### src/rtl/core/gsd_pkg.sv
package gsd_pkg;

    localparam int BYTE_W = 8;
    localparam int LEN_W = 10;
    localparam int KIND_W = 3;
    localparam int ORDER_W = 3;
    localparam int STATUS_W = 6;
    localparam int NUM_LEN = 5;
    localparam int REG_IDX_W = 3;
    localparam int CFG_DATA_W = LEN_W;
    localparam int MAX_SENTENCE_LEN_DEF = 1024;
    localparam int TEL_LEN = 3;

    localparam logic [REG_IDX_W-1:0] REG_START_BYTE = 3'd0;
    localparam logic [REG_IDX_W-1:0] REG_END_BYTE = 3'd1;
    localparam logic [REG_IDX_W-1:0] REG_LEN_F00 = 3'd2;
    localparam logic [REG_IDX_W-1:0] REG_LEN_F03 = 3'd3;
    localparam logic [REG_IDX_W-1:0] REG_LEN_F18 = 3'd4;
    localparam logic [REG_IDX_W-1:0] REG_LEN_F22 = 3'd5;
    localparam logic [REG_IDX_W-1:0] REG_LEN_F23 = 3'd6;

    localparam logic [LEN_W-1:0] LEN_F00_RST = 10'd72;
    localparam logic [LEN_W-1:0] LEN_OTHER_RST = 10'd1;

    localparam logic [KIND_W-1:0] KIND_F00 = 3'd0;
    localparam logic [KIND_W-1:0] KIND_F03 = 3'd1;
    localparam logic [KIND_W-1:0] KIND_F18 = 3'd2;
    localparam logic [KIND_W-1:0] KIND_F22 = 3'd3;
    localparam logic [KIND_W-1:0] KIND_F23 = 3'd4;
    localparam logic [KIND_W-1:0] KIND_F99 = 3'd5;
    localparam logic [KIND_W-1:0] KIND_NONE = 3'd6;

    localparam logic [ORDER_W-1:0] ORDER_NONE = 3'd0;
    localparam logic [ORDER_W-1:0] ORDER_FIRST = 3'd1;
    localparam logic [ORDER_W-1:0] ORDER_ALL = 3'd5;

    localparam logic [STATUS_W-1:0] STATUS_MISSING_ALL = 6'h3E;
    localparam logic [STATUS_W-1:0] STATUS_MISSING_F00 = 6'h02;

    localparam logic [BYTE_W-1:0] CHAR_F = 8'h46;
    localparam logic [BYTE_W-1:0] CHAR_0 = 8'h30;
    localparam logic [BYTE_W-1:0] CHAR_1 = 8'h31;
    localparam logic [BYTE_W-1:0] CHAR_2 = 8'h32;
    localparam logic [BYTE_W-1:0] CHAR_3 = 8'h33;
    localparam logic [BYTE_W-1:0] CHAR_8 = 8'h38;
    localparam logic [BYTE_W-1:0] CHAR_9 = 8'h39;

    typedef struct packed {
        logic [BYTE_W-1:0] start_byte;
        logic [BYTE_W-1:0] end_byte;
        logic [NUM_LEN-1:0][LEN_W-1:0] len;
    } cfg_t;

    typedef struct packed {
        logic action;
        logic [BYTE_W-1:0] rx_byte;
    } item_t;

    typedef struct packed {
        logic payload_valid;
        logic [KIND_W-1:0] sentence_kind;
        logic [LEN_W-1:0] payload_offset;
        logic [BYTE_W-1:0] payload_byte;
        logic sentence_done;
        logic checksum_ok;
        logic [STATUS_W-1:0] status_flags;
        logic [ORDER_W-1:0] order_stage;
        logic all_received;
        logic first_ready;
        logic set_ready;
    } result_t;

endpackage

### src/rtl/core/gsd_cfg.sv
module gsd_cfg
(
    input  logic                              clk,
    input  logic                              rst_n,
    input  logic                              cfg_valid,
    output logic                              cfg_ready,
    input  logic [gsd_pkg::REG_IDX_W-1:0]     cfg_index,
    input  logic [gsd_pkg::CFG_DATA_W-1:0]    cfg_data,
    output gsd_pkg::cfg_t                     cfg
);

    gsd_pkg::cfg_t cfg_reg;
    gsd_pkg::cfg_t cfg_next;

    assign cfg_ready = 1'b1;
    assign cfg = cfg_reg;

    always_comb
    begin
        cfg_next = cfg_reg;
        if (cfg_valid)
        begin
            unique case (cfg_index)
                gsd_pkg::REG_START_BYTE: cfg_next.start_byte = cfg_data[gsd_pkg::BYTE_W-1:0];
                gsd_pkg::REG_END_BYTE:   cfg_next.end_byte = cfg_data[gsd_pkg::BYTE_W-1:0];
                gsd_pkg::REG_LEN_F00:    cfg_next.len[0] = cfg_data;
                gsd_pkg::REG_LEN_F03:    cfg_next.len[1] = cfg_data;
                gsd_pkg::REG_LEN_F18:    cfg_next.len[2] = cfg_data;
                gsd_pkg::REG_LEN_F22:    cfg_next.len[3] = cfg_data;
                gsd_pkg::REG_LEN_F23:    cfg_next.len[4] = cfg_data;
                default:                 cfg_next = cfg_reg;
            endcase
        end
    end

    always_ff @(posedge clk or negedge rst_n)
    begin
        if (!rst_n)
        begin
            cfg_reg.start_byte <= '0;
            cfg_reg.end_byte <= '0;
            cfg_reg.len[0] <= gsd_pkg::LEN_F00_RST;
            cfg_reg.len[1] <= gsd_pkg::LEN_OTHER_RST;
            cfg_reg.len[2] <= gsd_pkg::LEN_OTHER_RST;
            cfg_reg.len[3] <= gsd_pkg::LEN_OTHER_RST;
            cfg_reg.len[4] <= gsd_pkg::LEN_OTHER_RST;
        end
        else
        begin
            cfg_reg <= cfg_next;
        end
    end

endmodule

### src/rtl/core/gsd_parser.sv
module gsd_parser
#(
    parameter int MAX_SENTENCE_LEN = gsd_pkg::MAX_SENTENCE_LEN_DEF
)
(
    input  logic                clk,
    input  logic                rst_n,
    input  gsd_pkg::cfg_t       cfg,
    input  logic                step,
    input  gsd_pkg::item_t      item,
    output gsd_pkg::result_t    res
);

    localparam int CNT_BITS = $clog2(MAX_SENTENCE_LEN + 1);
    localparam int CNT_W = (CNT_BITS > gsd_pkg::LEN_W) ? CNT_BITS : gsd_pkg::LEN_W;
    localparam logic [CNT_W-1:0] CNT_MAX = CNT_W'(MAX_SENTENCE_LEN);
    localparam logic [CNT_W-1:0] CNT_TEL = CNT_W'(gsd_pkg::TEL_LEN);

    localparam logic [3:0] ST_WAIT = 4'd0;
    localparam logic [3:0] ST_ID1 = 4'd1;
    localparam logic [3:0] ST_ID2 = 4'd2;
    localparam logic [3:0] ST_ID3 = 4'd3;
    localparam logic [3:0] ST_PAY = 4'd4;
    localparam logic [3:0] ST_TEL = 4'd5;
    localparam logic [3:0] ST_CHKA = 4'd6;
    localparam logic [3:0] ST_CHKB = 4'd7;
    localparam logic [3:0] ST_DONE_OK = 4'd8;
    localparam logic [3:0] ST_DONE_BAD = 4'd9;

    function automatic logic [gsd_pkg::KIND_W-1:0] kind_of(
        input logic [gsd_pkg::BYTE_W-1:0] d1,
        input logic [gsd_pkg::BYTE_W-1:0] d2
    );
        logic [gsd_pkg::KIND_W-1:0] k;
        begin
            k = gsd_pkg::KIND_NONE;
            if (d1 == gsd_pkg::CHAR_0 && d2 == gsd_pkg::CHAR_0) k = gsd_pkg::KIND_F00;
            if (d1 == gsd_pkg::CHAR_0 && d2 == gsd_pkg::CHAR_3) k = gsd_pkg::KIND_F03;
            if (d1 == gsd_pkg::CHAR_1 && d2 == gsd_pkg::CHAR_8) k = gsd_pkg::KIND_F18;
            if (d1 == gsd_pkg::CHAR_2 && d2 == gsd_pkg::CHAR_2) k = gsd_pkg::KIND_F22;
            if (d1 == gsd_pkg::CHAR_2 && d2 == gsd_pkg::CHAR_3) k = gsd_pkg::KIND_F23;
            if (d1 == gsd_pkg::CHAR_9 && d2 == gsd_pkg::CHAR_9) k = gsd_pkg::KIND_F99;
            return k;
        end
    endfunction

    logic [3:0]                       state_reg, state_next;
    logic [gsd_pkg::BYTE_W-1:0]       digit_reg, digit_next;
    logic [gsd_pkg::KIND_W-1:0]       kind_reg, kind_next;
    logic [CNT_W-1:0]                 cnt_reg, cnt_next;
    logic [2*gsd_pkg::BYTE_W-1:0]     xor_reg, xor_next;
    logic [gsd_pkg::BYTE_W-1:0]       chk_reg, chk_next;
    logic [gsd_pkg::ORDER_W-1:0]      order_reg, order_next;
    logic [gsd_pkg::STATUS_W-1:0]     status_reg, status_next;
    logic [1:0]                       ready_reg, ready_next;

    logic [gsd_pkg::BYTE_W-1:0]       b;
    logic [CNT_W-1:0]                 cnt_inc;
    logic [gsd_pkg::LEN_W-1:0]        len_sel;
    logic [2*gsd_pkg::BYTE_W-1:0]     lanes_base;
    logic                             chk_match;

    assign b = item.rx_byte;
    assign cnt_inc = cnt_reg + CNT_W'(1);
    assign lanes_base = (cnt_reg == '0) ? '0 : xor_reg;
    assign chk_match = (chk_reg == xor_reg[gsd_pkg::BYTE_W-1:0])
                    && (b == xor_reg[2*gsd_pkg::BYTE_W-1:gsd_pkg::BYTE_W]);

    always_comb
    begin
        case (kind_reg)
            gsd_pkg::KIND_F00: len_sel = cfg.len[0];
            gsd_pkg::KIND_F03: len_sel = cfg.len[1];
            gsd_pkg::KIND_F18: len_sel = cfg.len[2];
            gsd_pkg::KIND_F22: len_sel = cfg.len[3];
            gsd_pkg::KIND_F23: len_sel = cfg.len[4];
            default:           len_sel = '0;
        endcase
    end

    always_comb
    begin
        state_next = state_reg;
        digit_next = digit_reg;
        kind_next = kind_reg;
        cnt_next = cnt_reg;
        xor_next = xor_reg;
        chk_next = chk_reg;
        order_next = order_reg;
        status_next = status_reg;
        ready_next = ready_reg;
        res = '0;
        res.checksum_ok = 1'b1;

        if (item.action)
        begin
            status_next = status_reg | gsd_pkg::STATUS_MISSING_ALL;
            ready_next[0] = 1'b0;
        end
        else
        begin
            unique case (state_reg) inside
                ST_WAIT:
                begin
                    if (b == cfg.start_byte)
                    begin
                        ready_next[1] = 1'b0;
                        state_next = ST_ID1;
                        status_next[0] = 1'b0;
                    end
                    else
                    begin
                        status_next[0] = 1'b1;
                    end
                end
                ST_ID1:
                begin
                    if (b == gsd_pkg::CHAR_F)
                    begin
                        state_next = ST_ID2;
                        status_next[0] = 1'b0;
                    end
                    else
                    begin
                        state_next = ST_WAIT;
                        status_next[0] = 1'b1;
                    end
                end
                ST_ID2:
                begin
                    if (b == gsd_pkg::CHAR_0 || b == gsd_pkg::CHAR_1
                        || b == gsd_pkg::CHAR_2 || b == gsd_pkg::CHAR_9)
                    begin
                        digit_next = b;
                        state_next = ST_ID3;
                        status_next[0] = 1'b0;
                    end
                    else
                    begin
                        state_next = ST_WAIT;
                        status_next[0] = 1'b1;
                    end
                end
                ST_ID3:
                begin
                    kind_next = kind_of(digit_reg, b);
                    cnt_next = '0;
                    status_next[0] = 1'b0;
                    if (kind_next == gsd_pkg::KIND_NONE)
                    begin
                        state_next = ST_WAIT;
                        status_next[0] = 1'b1;
                    end
                    else if (kind_next == gsd_pkg::KIND_F99)
                    begin
                        state_next = ST_TEL;
                    end
                    else
                    begin
                        state_next = ST_PAY;
                    end
                end
                ST_PAY:
                begin
                    if (kind_reg > gsd_pkg::KIND_F23)
                    begin
                        state_next = ST_WAIT;
                        status_next[0] = 1'b1;
                    end
                    else
                    begin
                        xor_next = lanes_base;
                        if (cnt_reg[0])
                        begin
                            xor_next[2*gsd_pkg::BYTE_W-1:gsd_pkg::BYTE_W] =
                                lanes_base[2*gsd_pkg::BYTE_W-1:gsd_pkg::BYTE_W] ^ b;
                        end
                        else
                        begin
                            xor_next[gsd_pkg::BYTE_W-1:0] =
                                lanes_base[gsd_pkg::BYTE_W-1:0] ^ b;
                        end
                        res.payload_valid = 1'b1;
                        res.sentence_kind = kind_reg;
                        res.payload_offset = cnt_reg[gsd_pkg::LEN_W-1:0];
                        res.payload_byte = b;
                        cnt_next = cnt_inc;
                        if (cnt_inc == CNT_W'(len_sel) || cnt_inc >= CNT_MAX)
                        begin
                            cnt_next = '0;
                            state_next = ST_CHKA;
                        end
                    end
                end
                ST_TEL:
                begin
                    res.payload_valid = 1'b1;
                    res.sentence_kind = gsd_pkg::KIND_F99;
                    res.payload_offset = cnt_reg[gsd_pkg::LEN_W-1:0];
                    res.payload_byte = b;
                    cnt_next = cnt_inc;
                    if (cnt_inc >= CNT_TEL)
                    begin
                        cnt_next = '0;
                        state_next = ST_DONE_OK;
                    end
                end
                ST_CHKA:
                begin
                    chk_next = b;
                    state_next = ST_CHKB;
                end
                ST_CHKB:
                begin
                    res.checksum_ok = chk_match;
                    state_next = chk_match ? ST_DONE_OK : ST_DONE_BAD;
                end
                ST_DONE_OK, ST_DONE_BAD:
                begin
                    res.checksum_ok = (state_reg == ST_DONE_OK);
                    if (b != cfg.end_byte || kind_reg > gsd_pkg::KIND_F99)
                    begin
                        state_next = ST_WAIT;
                        status_next[0] = 1'b1;
                    end
                    else
                    begin
                        if (kind_reg == gsd_pkg::KIND_F00)
                        begin
                            order_next = gsd_pkg::ORDER_FIRST;
                            ready_next[0] = 1'b1;
                        end
                        else if (kind_reg <= gsd_pkg::KIND_F23)
                        begin
                            if (order_reg == kind_reg)
                            begin
                                order_next = kind_reg + 3'd1;
                            end
                            if (kind_reg == gsd_pkg::KIND_F23)
                            begin
                                ready_next[1] = 1'b1;
                            end
                        end
                        if (kind_reg <= gsd_pkg::KIND_F23)
                        begin
                            status_next = status_next
                                & ~(gsd_pkg::STATUS_MISSING_F00 << kind_reg);
                        end
                        state_next = ST_WAIT;
                        status_next[0] = 1'b0;
                        res.sentence_done = 1'b1;
                    end
                end
                default:
                begin
                    state_next = ST_WAIT;
                    status_next[0] = 1'b1;
                end
            endcase
        end

        res.status_flags = status_next;
        res.order_stage = order_next;
        res.all_received = (order_next == gsd_pkg::ORDER_ALL);
        res.first_ready = ready_next[0];
        res.set_ready = ready_next[1];
    end

    always_ff @(posedge clk or negedge rst_n)
    begin
        if (!rst_n)
        begin
            state_reg <= ST_WAIT;
            digit_reg <= '0;
            kind_reg <= gsd_pkg::KIND_F00;
            cnt_reg <= '0;
            xor_reg <= '0;
            chk_reg <= '0;
            order_reg <= gsd_pkg::ORDER_NONE;
            status_reg <= '0;
            ready_reg <= '0;
        end
        else if (step)
        begin
            state_reg <= state_next;
            digit_reg <= digit_next;
            kind_reg <= kind_next;
            cnt_reg <= cnt_next;
            xor_reg <= xor_next;
            chk_reg <= chk_next;
            order_reg <= order_next;
            status_reg <= status_next;
            ready_reg <= ready_next;
        end
    end

endmodule

### src/rtl/core/gps_sentence_deframer.sv
// Sentence deframer for a receiver byte stream.
// The slave stream carries one received byte per word in s_tdata, with
// s_tuser set to request a rearm instead of a byte. The master stream
// returns exactly one result word for every accepted input word: a payload
// or telemetry byte with its kind and offset, the checksum verdict, the
// sentence-done mark on m_tlast, and the current status, order and ready
// flags. The configuration channel writes the start and end bytes and the
// five payload lengths; it is always ready and should be used only while
// no words are in flight.
// An accepted word is captured in the input register and parsed there; its
// result is loaded into the output register, which drives m_tvalid, when
// that register is empty or m_tready is high. One word per cycle is
// sustained while the receiver keeps m_tready high.
// When the receiver stalls, the output register holds its word and the
// input register fills; s_tready then drops until m_tready returns.
// Reset clears the valid flags of both registers (not their data), the parser
// state and flags, and loads the default configuration.
module gps_sentence_deframer
#(
    parameter int MAX_SENTENCE_LEN = gsd_pkg::MAX_SENTENCE_LEN_DEF
)
(
    input  logic                              clk,
    input  logic                              rst_n,
    input  logic                              s_tvalid,
    output logic                              s_tready,
    input  logic [7:0]                        s_tdata,  // [7:0] rx_byte
    input  logic                              s_tuser,  // [0] action
    output logic                              m_tvalid,
    input  logic                              m_tready,
    // [9:0] payload_offset, [17:10] payload_byte, [18] checksum_ok,
    // [24:19] status_flags, [27:25] order_stage, [28] all_received,
    // [29] first_ready, [30] set_ready, [31] zero
    output logic [31:0]                       m_tdata,
    output logic [3:0]                        m_tuser,  // [0] payload_valid, [3:1] sentence_kind
    output logic                              m_tlast,  // sentence_done
    input  logic                              cfg_valid,
    output logic                              cfg_ready,
    input  logic [gsd_pkg::REG_IDX_W-1:0]     cfg_index,
    input  logic [gsd_pkg::CFG_DATA_W-1:0]    cfg_data
);

    gsd_pkg::cfg_t    cfg;
    gsd_pkg::item_t   in_reg;
    gsd_pkg::result_t res;
    gsd_pkg::result_t out_reg;
    logic             in_valid_reg;
    logic             out_valid_reg;
    logic             advance;
    logic             step;

    assign advance = !out_valid_reg || m_tready;
    assign step = in_valid_reg && advance;
    assign s_tready = !in_valid_reg || advance;

    gsd_cfg u_cfg
    (
        .clk       (clk),
        .rst_n     (rst_n),
        .cfg_valid (cfg_valid),
        .cfg_ready (cfg_ready),
        .cfg_index (cfg_index),
        .cfg_data  (cfg_data),
        .cfg       (cfg)
    );

    gsd_parser
    #(
        .MAX_SENTENCE_LEN (MAX_SENTENCE_LEN)
    )
    u_parser
    (
        .clk   (clk),
        .rst_n (rst_n),
        .cfg   (cfg),
        .step  (step),
        .item  (in_reg),
        .res   (res)
    );

    always_ff @(posedge clk or negedge rst_n)
    begin
        if (!rst_n)
        begin
            in_valid_reg <= 1'b0;
            out_valid_reg <= 1'b0;
        end
        else
        begin
            if (s_tready)
            begin
                in_valid_reg <= s_tvalid;
            end
            if (advance)
            begin
                out_valid_reg <= in_valid_reg;
            end
        end
    end

    always_ff @(posedge clk)
    begin
        if (s_tvalid && s_tready)
        begin
            in_reg.action <= s_tuser;
            in_reg.rx_byte <= s_tdata;
        end
        if (step)
        begin
            out_reg <= res;
        end
    end

    assign m_tvalid = out_valid_reg;
    assign m_tlast = out_reg.sentence_done;
    assign m_tuser = {out_reg.sentence_kind, out_reg.payload_valid};
    assign m_tdata = {1'b0, out_reg.set_ready, out_reg.first_ready, out_reg.all_received,
                      out_reg.order_stage, out_reg.status_flags, out_reg.checksum_ok,
                      out_reg.payload_byte, out_reg.payload_offset};

    a_ready_when_empty: assert property (@(posedge clk) disable iff (!rst_n)
        !out_valid_reg |-> s_tready)
        else $error("input not ready while output register is empty");

    a_all_received: assert property (@(posedge clk) disable iff (!rst_n)
        out_valid_reg |-> (out_reg.all_received == (out_reg.order_stage == gsd_pkg::ORDER_ALL)))
        else $error("all_received disagrees with order stage");

    a_idle_fields_zero: assert property (@(posedge clk) disable iff (!rst_n)
        (out_valid_reg && !out_reg.payload_valid) |->
            (out_reg.sentence_kind == '0 && out_reg.payload_offset == '0
             && out_reg.payload_byte == '0))
        else $error("payload fields not zero on a non-payload word");

    a_done_not_payload: assert property (@(posedge clk) disable iff (!rst_n)
        out_valid_reg |-> !(out_reg.sentence_done && out_reg.payload_valid))
        else $error("sentence done and payload on the same word");

endmodule
### config.mk
export PLATFORM = sky130hd
export DESIGN_NAME = gps_sentence_deframer
export DESIGN_NICKNAME = d
export VERILOG_FILES = /design/src/rtl/core/gsd_pkg.sv /design/src/rtl/core/gsd_cfg.sv /design/src/rtl/core/gsd_parser.sv /design/src/rtl/core/gps_sentence_deframer.sv
export SDC_FILE = /design/constraint.sdc
export NUM_CORES = 1
export LEC_CHECK = 0
export ABC_AREA = 1
export BUFFER_PORTS_ARGS = -buffer_cell sky130_fd_sc_hd__buf_2
export CAP_MARGIN = 20
export CORE_AREA = 2 2 124 126
export DETAILED_ROUTE_END_ITERATION = 8
export DIE_AREA = 0 0 126 128
export PLACE_DENSITY = 0.78
export SKIP_LAST_GASP = 1
export SYNTH_ARGS = -nofsm -noshare
export SYNTH_HDL_FRONTEND = slang
export SYNTH_SLANG_ARGS = --single-unit
### constraint.sdc
create_clock -name clk -period 2.3 [get_ports clk]
set_input_delay 0.69 -clock clk [delete_from_list [all_inputs] [get_ports clk]]
set_output_delay 0.69 -clock clk [all_outputs]
set_load 0.05 [all_outputs]
==> impl_results.md <==
- # nets final: 1160
- Share of flip-flops with an asynchronous set or reset: 0.741
- Instance count of the mapped netlist: 1037
- Max Cap Viol: 0
- Maximum vdd ir drop: 0.574 mV
- Final critical-path share of the clock period: 0.956
- Gp weighted congestion: 0.926
- Sw Pwr: 2200 µW
- Initial antenna violation count: 0
- Detailed Place HPWL: 15.1 mm
- Source-to-sink clock delay at the later pin of the worst-skew pair: 430 ps
- Kind of path behind the tightest hold check: primary input to asynchronous set/reset pin
- Clk_skew: 9.43 ps
- Global-route wire length before repair: 34.9 mm
- Status: finished, final reports clean
- GRT Resource Usage Total: 0.274
- Final standard cell count with taps included and fillers excluded: 1326
- Number of detailed-routing iterations run before antenna repair: 5
- H-tree depth: 4
- Post-synthesis cell area: 8680 µm²
- Row Count: 45
- Category of the most critical setup path: flip-flop to flip-flop
- Multi-input logic area: 3510 µm²
- Number of buffers created by CTS: 17
- Total Negative Setup Slacks: 0 ps
- Layout Utilization: 0.677
- Standby leakage power: 0.00475 µW
- Distinct cell type count after synthesis: 43
- CP Data Required Time: 2620 ps
- Detailed Route WL: 21.1 mm
- Final critical delay including setup and external delays: 2200 ps
- Initial Utilization: 0.584
- Count of fill cells added during filler insertion: 1214
- Fraction of final layout cells with drive strength greater than 1: 0.175
- Number of max-slew violations in the final report: 0
- Number of sinks handled by clock tree synthesis: 174
- Die height: 128 µm
- Number of synthesized register bits: 174
- FMAX: 455 MHz
- Commonest register cell after synthesis: sky130_fd_sc_hd__dfrtp_1
- Max FFs per register: 66
- Part of the Yosys area used for sequential elements: 0.529
- Root buffer cell: sky130_fd_sc_hd__clkbuf_16
- Average routed wire per standard cell: 15.9 µm
- Count of unresolved DRC violations after routing: 0
- Number of flops mapped to enable cells by yosys: 45
- Syn_nets: 1072
- Largest net degree at the start of global routing: 42
- Clk pwr share: 0.374
- Antenna Cells: 0
- Slew at the pin closest to its max-slew limit: 651 ps
- Avg Inst Size Synth: 8.37 µm²
- Layout overhead on the synthesized area: 16.0%
- Library cell occupying the most area in the post-synthesis netlist: sky130_fd_sc_hd__dfrtp_1
- Total count of hold-check failures in the final report: 0
- Maximum buffer depth of the clock tree: 2
- Combinational share of power: 0.147
- Pint: 5590 µW
- Final design area excluding fillers: 10100 µm²
- Critical path arrival: 2520 ps
- Cell Pwr Density: 774 nW/µm²
- Crit path launch type: flip-flop
- Die Wd: 126 µm
- Most frequent cell after synthesis: sky130_fd_sc_hd__nand2_1
- Maximum fanout count along the critical path: 10
- Remaining antenna violation count after routing: 0
- Top-level I/O count: 67
- Via count of the routed design: 7222
- Floorplan Core Area: 14900 µm²
- Drt first-iter violations: 632
- Number of global-route vias before repair: 6962
- Slew headroom: 0.565
- Die ar.: 16100 µm²
- Switching Fraction: 0.282
- YS warnings: 0
- Clock input transition at the sequential cells of the worst setup and hold paths: 70 ps
- Congestion Overflow GR: 0
- Post-route worst hold slack: 215 ps
- Area used by sequential logic in the layout: 4590 µm²
- Commonest cells in the netlist: 324 x sky130_fd_sc_hd__nand2_1, 123 x sky130_fd_sc_hd__dfrtp_1, 101 x sky130_fd_sc_hd__inv_1, 93 x sky130_fd_sc_hd__nor2_1, 86 x sky130_fd_sc_hd__o21ai_0
- Crit. End Element: flip-flop
- Post-DP Area: 9340 µm²
- Leading cell types by total area after synthesis: sky130_fd_sc_hd__dfrtp_1 35%, sky130_fd_sc_hd__edfxtp_1 16%, sky130_fd_sc_hd__nand2_1 14%, sky130_fd_sc_hd__o21ai_0 5.0%, sky130_fd_sc_hd__inv_1 4.4%
- Vias per cell: 5.45
- Clock tree from TritonCTS: built
- Reg power frac: 0.479
- Placed insts: 1287
- Fraction of post-synthesis cell area in the top cell type by area: 0.355
- Number of buffers added on ports: 64
- Final setup fails: 0
- Hold-fix buffer count after cts: 0
==> worst paths after layout <==
kind | start | endpoint | slack (ps) | cells past startpoint
setup / recovery | u_parser.cnt_reg[1] | u_parser.cnt_reg[1] | 100 | 14
hold / removal | rst_n | u_cfg.cfg[58] | 220 | 1
setup reg to reg | u_parser.cnt_reg[1] | u_parser.cnt_reg[1] | 100 | 14
hold reg to reg | u_parser.digit_reg[5] | u_parser.digit_reg[5] | 470 | 2
max in group asynchronous | rst_n | u_cfg.cfg[30] | 1470 | 2
min in group clk | s_tdata[6] | in_reg[6] | 430 | 1
==> per-layer routing <==
metal  vias up  routed length (µm)  global-route usage
met5         -                   0                   0
met4         0                 379              0.0944
met3        36                1390              0.0488
met2       288                9850               0.437
met1      3413                9480               0.382
li1       3485                   -                   -
==> cells in the final DEF (no fill, tap or decap), types with 4 or more instances in the layout <==
master                       Yosys  layout
sky130_fd_sc_hd__buf_12          0       6
sky130_fd_sc_hd__nand2_2         2       5
sky130_fd_sc_hd__o21ai_0        86      86
sky130_fd_sc_hd__inv_2           7      10
sky130_fd_sc_hd__ha_1            8       4
sky130_fd_sc_hd__nand3_1        65      65
sky130_fd_sc_hd__xnor2_1        22      22
sky130_fd_sc_hd__inv_1         101      97
sky130_fd_sc_hd__buf_2           9      63
sky130_fd_sc_hd__nor2_2         11       9
sky130_fd_sc_hd__nand3_2         5       5
sky130_fd_sc_hd__dfstp_2         6       6
sky130_fd_sc_hd__dfrtp_1       123     121
sky130_fd_sc_hd__clkinvlp_4      0       4
sky130_fd_sc_hd__a21oi_1        18      18
sky130_fd_sc_hd__buf_4           6      38
sky130_fd_sc_hd__nor3_1         14      14
sky130_fd_sc_hd__edfxtp_1       45      45
sky130_fd_sc_hd__nand2_1       324     321
sky130_fd_sc_hd__nand4_1        13      13
sky130_fd_sc_hd__clkbuf_16       0      17
sky130_fd_sc_hd__clkinv_2        0       4
sky130_fd_sc_hd__xor2_1         21      21
sky130_fd_sc_hd__nor2_4          1       4
sky130_fd_sc_hd__nor2_1         93      92
sky130_fd_sc_hd__or2_2           4       4
==> cell type report <==
type / instances / share of cell area
multi-input cells: 715 / 0.349
well taps: 188 / 0.0234
clock inverters: 15 / 0.0169
flip-flops and latches: 174 / 0.456
repair buffers: 107 / 0.0716
inverters: 110 / 0.0413
clock buffers: 17 / 0.0423
==> logic make-up (layout without fill, tap and decap cells) <==
group,after synthesis,count (layout),share of synthesized area
xor gates and xnor gates,45,45,0.0471
adders and majority gates,8,8,0.0115
DFF,174,174,0.529
other,2,2,0.000865
and+or+nand+nor,541,541,0.265
buffers and inverters,148,249,0.0740
AOI/OAI and AO/OA,119,119,0.0734
==> critical path: stages (launching register included) <==
cell	delay [ps]
sky130_fd_sc_hd__dfrtp_1	420
sky130_fd_sc_hd__ha_1	240
sky130_fd_sc_hd__nand3_1	180
sky130_fd_sc_hd__o21ai_0	250
sky130_fd_sc_hd__nand2_2	160
sky130_fd_sc_hd__inv_1	80
sky130_fd_sc_hd__nand2_1	50
sky130_fd_sc_hd__nand2_1	70
sky130_fd_sc_hd__nand3_1	90
sky130_fd_sc_hd__nor2_2	120
sky130_fd_sc_hd__nand2_2	90
sky130_fd_sc_hd__nand3_2	90
sky130_fd_sc_hd__nand2_4	90
sky130_fd_sc_hd__nand2_1	100
sky130_fd_sc_hd__nand2_1	60
==> power by group through the flow <==
stage	clock network (µW)	registers, µW	logic [µW]
finish	2910	3730	1140
floorplan	0	3940	622
CTS	2940	3730	1150
global route	3080	3770	1290
detailed placement	0	3790	1140
global placement	0	3780	1110
==> metrics by stage <==
stage	total power, µW	setup WS (ps)
2_1_floorplan	4560	23.8
3_3_place_gp	4880	-22.1
3_5_place_dp	4920	-7.36
4_1_cts	7820	-3.78
5_1_grt	8140	-40.6
6_report	7790	100
==> repair_timing <==
item / 4_1_cts / 5_1_grt
setup buffers: 0 / 7
resized for setup: 2 / 22
pin swaps: 0 / 4
endpoints found under the setup margin: 11 / 28
Note: power is estimated with default switching activity, not from simulation.
